<file path="src/lgs_pkg.sv">
// Shared types, constants and functions of the Life grid block.
package lgs_pkg;

  localparam int MAX_ROWS_DEF  = 64;
  localparam int MAX_COLS_DEF  = 64;
  localparam int CFG_W         = 7;
  localparam int DATA_W        = 32;
  localparam int PADDR_W       = 3;
  localparam int MIN_DIM       = 3;
  localparam int SURVIVE_COUNT = 2;
  localparam int BIRTH_COUNT   = 3;
  localparam logic [CFG_W-1:0] GRID_RESET = CFG_W'(64);

  typedef enum logic [1:0] {
    KIND_WRITE,
    KIND_STEP,
    KIND_READ,
    KIND_NONE
  } kind_t;

  typedef enum logic [1:0] {
    CLASS_DEAD,
    CLASS_ALIVE,
    CLASS_BORN,
    CLASS_DIED
  } class_t;

  typedef enum logic [2:0] {
    ST_CLEAR,
    ST_IDLE,
    ST_READ,
    ST_STEP,
    ST_DRAIN
  } state_t;

  typedef enum logic {
    REG_ROWS,
    REG_COLS
  } reg_t;

  function automatic class_t class_of(logic cur, logic prev);
    class_t c;
    unique case ({cur, prev})
      2'b11:   c = CLASS_ALIVE;
      2'b10:   c = CLASS_BORN;
      2'b01:   c = CLASS_DIED;
      default: c = CLASS_DEAD;
    endcase
    return c;
  endfunction

  function automatic logic life_rule(logic old, logic [3:0] cnt);
    logic born;
    logic keep;
    born = (cnt == 4'(BIRTH_COUNT));
    keep = (cnt == 4'(SURVIVE_COUNT)) || born;
    return old ? keep : born;
  endfunction

endpackage

</file>
<file path="src/lgs_window.sv">
// Line buffer and 3x3 neighborhood window that computes the next state of one cell.
module lgs_window #(
  parameter int MAX_COLS = lgs_pkg::MAX_COLS_DEF
) (
  input  logic                        clk,
  input  logic [$clog2(MAX_COLS)-1:0] rd_col,
  input  logic                        s1_valid,
  input  logic [$clog2(MAX_COLS)-1:0] s1_col,
  input  logic                        bot_bit,
  output logic                        nxt_bit,
  output logic                        mid_bit
);
  import lgs_pkg::*;

  logic [1:0] line_mem [MAX_COLS];
  logic [1:0] line_q_r;
  logic [2:0] win_a_r;
  logic [2:0] win_b_r;
  logic [2:0] col_t;
  logic [7:0] nbr;
  logic [3:0] cnt;

  // Bit 0 holds the older of the two buffered rows, bit 1 the newer one.
  always_ff @(posedge clk) begin
    if (s1_valid) begin
      line_mem[s1_col] <= {bot_bit, line_q_r[1]};
    end
    line_q_r <= line_mem[rd_col];
  end

  always_ff @(posedge clk) begin
    if (s1_valid) begin
      win_a_r <= win_b_r;
      win_b_r <= col_t;
    end
  end

  assign col_t   = {bot_bit, line_q_r[1], line_q_r[0]};
  assign nbr     = {win_a_r, win_b_r[2], win_b_r[0], col_t};
  assign cnt     = 4'($countones(nbr));
  assign mid_bit = win_b_r[1];
  assign nxt_bit = life_rule(mid_bit, cnt);

endmodule

</file>
<file path="config.mk">
export PLATFORM = sky130hd
export DESIGN_NAME = lgs_window
export DESIGN_NICKNAME = d
export VERILOG_FILES = /design/src/lgs_pkg.sv /design/src/lgs_window.sv
export SDC_FILE = /design/constraint.sdc
export NUM_CORES = 1
export LEC_CHECK = 0
export ABC_AREA = 1
export BUFFER_PORTS_ARGS = -buffer_cell sky130_fd_sc_hd__buf_2
export CAP_MARGIN = 20
export CELL_PAD_IN_SITES_DETAIL_PLACEMENT = 0
export CELL_PAD_IN_SITES_GLOBAL_PLACEMENT = 1
export CORE_MARGIN = 3
export CORE_UTILIZATION = 54
export CTS_CLUSTER_SIZE = 16
export DETAILED_ROUTE_END_ITERATION = 10
export PLACE_DENSITY = 0.95
export SETUP_SLACK_MARGIN = 0.05
export SLEW_MARGIN = 20
export SYNTH_ARGS = -nofsm -noshare
export SYNTH_HDL_FRONTEND = slang
export SYNTH_SLANG_ARGS = --single-unit
</file>
<file path="constraint.sdc">
create_clock -name clk -period 6.96 [get_ports clk]
set_input_delay 1.044 -clock clk [delete_from_list [all_inputs] [get_ports clk]]
set_output_delay 1.044 -clock clk [all_outputs]
set_load 0.02 [all_outputs]
</file>
Word level (Yosys, flattened, before mapping)
Memory sizes are Yosys's and may differ from the RTL's. A register that Yosys moved wholly into a read port is not among the register bits.
Index checks and enable logic that the tools add are counted.
Operators by class
  $add $sub $neg: 7
  eq/ne operators: 2
  multiplexer cells: 3
  reductions and logical operators: 1
Operators with widths (number)
  $add 1x1->2: 4
  $eq 4x2->1 const B: 2
  $add 2x2->3: 2
  $add 3x3->4: 1
  $mux 1: 3
  $logic_or 1x1->1: 1
Storage, ports and cells
  register bits after elaboration: 6
  RAM bits: 128
  input port bits: 15
  output and inout port bits: 2
  logic and storage cells: 16
  memories: 1
Memory list
  line_mem: words 64, width 2, read ports 1, clocked after Yosys merged registers in 1, write ports 1, RTL line lgs_window.sv:15  | logic [1:0] line_mem [MAX_COLS];

Depth between registers and ports, before layout
  depth after elaboration: 6
  depth in mapped cells: 10
  gate-level depth less buffers: 10

Least setup slack after synthesis
OpenSTA, ideal clock, no wires.
  path kind: input to output
  start point: input port bot_bit
  end point: output port nxt_bit
  arrival: 3.500 ns
  data required time: 5.916 ns
  slack: 2.416 ns
  stages on the path: 10
  path buffers: 0
  cell sequence: inv_1 > fa_1 > fa_1 > fa_1 > inv_1 > ha_1 > fa_1 > nand2_1 > a211oi_1 > o221a_2
On the way
  cells in the longest elaborated chain, start to end: 6
  elaborated cells between the ends (all ways): 7
  those cells by class: add/sub (3); eq/ne (2); mux (1); reduce/logical (1)
RTL lines
  from (decl): RTL line lgs_window.sv:9  | input logic bot_bit,
  $add 1x1->2 (not written as such) *: RTL line lgs_window.sv:40  | assign cnt = 4'($countones(nbr));
  $add 2x2->3 (not written as such) *: RTL line lgs_window.sv:40
  $add 3x3->4 (not written as such) *: RTL line lgs_window.sv:40
  $eq 4x2->1, on equally long branches: RTL line lgs_pkg.sv:56, lgs_pkg.sv:55
  $logic_or 1x1->1: RTL line lgs_pkg.sv:56  | keep = (cnt == 4'(SURVIVE_COUNT)) || born;
  $mux 1 *: RTL line lgs_pkg.sv:57  | return old ? keep : born;
  to (decl): RTL line lgs_window.sv:10  | output logic nxt_bit,
Every way passes the cells marked *; elsewhere a longest branch is shown, timed or not.

Final worst setup path
Ends and elaborated chain as after synthesis.

==> impl_metrics.yaml <==
outcome:
  outcome: "completed"
clock_tree:
  htree_levels: 4
  cts_root_buf: "clkbuf_8"
  cts_buffer_depth: 2
  cts.sinks: 136
  postCtsSetupBuffers: 0
  cts_buffers: 17
  clk_pin_slew_ps: 60
  cts_tree: "built"
  cts_hold_buf: 0
  post_cts_resized: 0
  clk_latency_ps: 510
power:
  seqPwrFrac_pct: 48.2
  swShare_pct: 24.4
  power_leakage_nw: 2.43
  clockPowerShare_pct: 43.5
  p_total_mw: 1.91
  switchingPower_mw: 0.468
  p_per_area_mw_per_mm2: 289
  p_int_mw: 1.45
  combPwrFrac_pct: 8.3
  vdd_drop_max_v: 0.000187
sta:
  slew_headroom_pct: 37.8
  period_minus_slack_ps: 4840
  setup-violations-final: 0
  finalCritPeriodShare_pct: 69.6
  rsz0062_at_grt: "no"
  worst_pin_slew_ps: 931
  hold_viol_final: 0
  tns_ps: 0
  skew_ps: 3.54
  max_freq_mhz: 207
  drv_slew: 0
setup_path:
  critPathMostFrequentCell: "fa_1"
  cp_cell_sequence: "buf_2 -> inv_1 -> fa_1 -> fa_1 -> fa_1 -> inv_1 -> ha_1 -> fa_1 -> nand2_1 -> a211oi_1 -> o221a_2 -> buf_2"
  cp_num_buf_inv: 4
  critPathArrivalTime_ps: 3800
  slowest_stage: "fa_1"
  crit_required_ps: 5920
  cp-end-kind: "output port"
  setup.worst_path.class: "in2out"
  startpoint_type: "input pin"
  critical_path.max_fanout: 2
  critical_path.max_stage_delay_ps: 540
  crit_family: "adder cells"
yosys:
  synth_area_leader_cell: "edfxtp_1"
  netlist_instances: 548
  yosysUniqueCellTypes: 17
  synth_common_cells: "nand2_1 (163), edfxtp_1 (134), nand3_1 (115)"
  seq_area_frac_synth_pct: 68.0
  ys_warn_count: 0
  synthArstFlopShare_pct: 0
  syn_area_per_cell_sq_um: 10.9
  synthFlopType: "edfxtp_1"
  ys_top_cells_by_area: "edfxtp_1 (67%), nand2_1 (10%), nand3_1 (9.6%)"
  synth_area_sq_mm: 0.00598
  syn-num-nets: 570
  yosysTopAreaCellShare_pct: 67.3
  ys_ff_latch: 136
  yosysMostFrequentCell: "nand2_1"
  synth_edf_count: 134
finish:
  seq_area_sq_mm: 0.00407
  multi_input_area_sq_mm: 0.00164
  fin_area_sq_mm: 0.00662
  n_fill_cell: 841
  n_antenna_cell: 0
  nNetsFinal: 579
  area_delta_synth_final_pct: 10.8
  drive_gt1_share_pct: 9.47
route:
  drt_pre_antenna_iters: 5
  final_antenna_net_count: 0
  vias_per_cell: 5.80
  drcViolationCount: 0
  vias: 4097
  wirelength_microns: 13100
  drt_iter0_markers: 483
  wl_per_cell_microns: 18.5
grt:
  grt_max_degree: 66
  antenna_found_initial: 0
  grt.overflow.total: 0
  grt_pass1_wl_microns: 20900
  grt.total_usage_pct: 21.9
  grt_pass1_vias: 4136
die:
  boundaryPins: 17
  die_w_microns: 111
  start_util_pct: 56.6
  die_h_microns: 111
  row_count: 37
  coreArea_sq_mm: 0.0106
  dieArea_sq_mm: 0.0124
place:
  post-dp-hpwl_microns: 7620
  gp_congestion: 0.821
  placed_cell_area_sq_mm: 0.00606
  port_buffers: 16
worst_hold_path:
  min_path_type: "reg2reg"
run:
  drv_cap: 0
## path summary, 6_finish.rpt
path / from / to / slack [ps] / depth (start not counted)
min reg2reg: line_q_r[0] / win_b_r[0] / 440 / 0
min: line_q_r[0] / win_b_r[0] / 440 / 0
max: bot_bit / nxt_bit / 2120 / 12
max reg2reg: line_mem[51][1] / line_q_r[1] / 5770 / 8
## cells by family after synthesis
family	count (synthesis)	synth area share [%]
and+or+nand+nor	352	25.2
AOI/OAI and AO/OA	2	0.314
adders and majority gates	7	1.97
buffers and inverters	51	4.52
DFF	136	68.0
## metal layers
layer	part of all wire, %	vias to the layer above	wire length [microns]	GRT usage, %
met3	8.4	30	1100	5.13
met4	2.2	0	287	8.11
li1	-	1926	-	-
met5	0	-	0	0
met1	41	1966	5310	29.2
met2	49	175	6380	35.1
## sequential cells by signal, summed over array words and instances, names as in the netlist
name and count:
win_b_r 3, line_q_r 2, win_a_r 3, line_mem 128
## stage by stage
step / utilization [%] / hold WS (ps) / setup WS (ps) / instances
detailed placement: 57.4 / 433 / 2100 / 674
finish: 62.7 / 442 / 2120 / 706
floorplan: - / 408 / 2420 / 548
global placement: 57.4 / 414 / 2120 / 674
CTS: 62.7 / 448 / 2100 / 706
global route: 62.7 / 457 / 2000 / 706
## power by group through the flow
stage | Clock, mW | Sequential (mW) | Combinational [mW]
after floorplan | 0 | 0.947 | 0.103
after global routing | 0.877 | 0.924 | 0.179
after detailed placement | 0 | 0.940 | 0.159
after global placement | 0 | 0.940 | 0.152
final | 0.833 | 0.923 | 0.159
after CTS | 0.835 | 0.923 | 0.160
## cell usage in the layout, fill, tap and decap left out, types with 3 or more instances in the layout
cell type,count
nand2_1,163
edfxtp_1,134
nand3_1,115
nor2_1,57
inv_1,21
clkbuf_16,16
buf_2,15
nand4_1,9
nor4_1,8
inv_6,5
fa_1,4
clkinv_2,3
ha_1,3
clkinvlp_4,3
clkinv_4,3
buf_4,3
## worst register-to-register path, delay by kind of cell, from the launching register on
family           cells  cell delay (ps)
flip-flops           1              370
AND/OR/NAND/NOR      8              720
## cell type report
cell class / count / share of cell area (%)
flip-flops and latches: 136 / 61.4
clock buffers: 17 / 6.25
multi-input cells: 361 / 24.8
inverters: 23 / 1.32
well taps: 136 / 2.57
clock inverters: 15 / 2.17
repair buffers: 18 / 1.47
No activity file was read; power rests on OpenSTA's default activity.
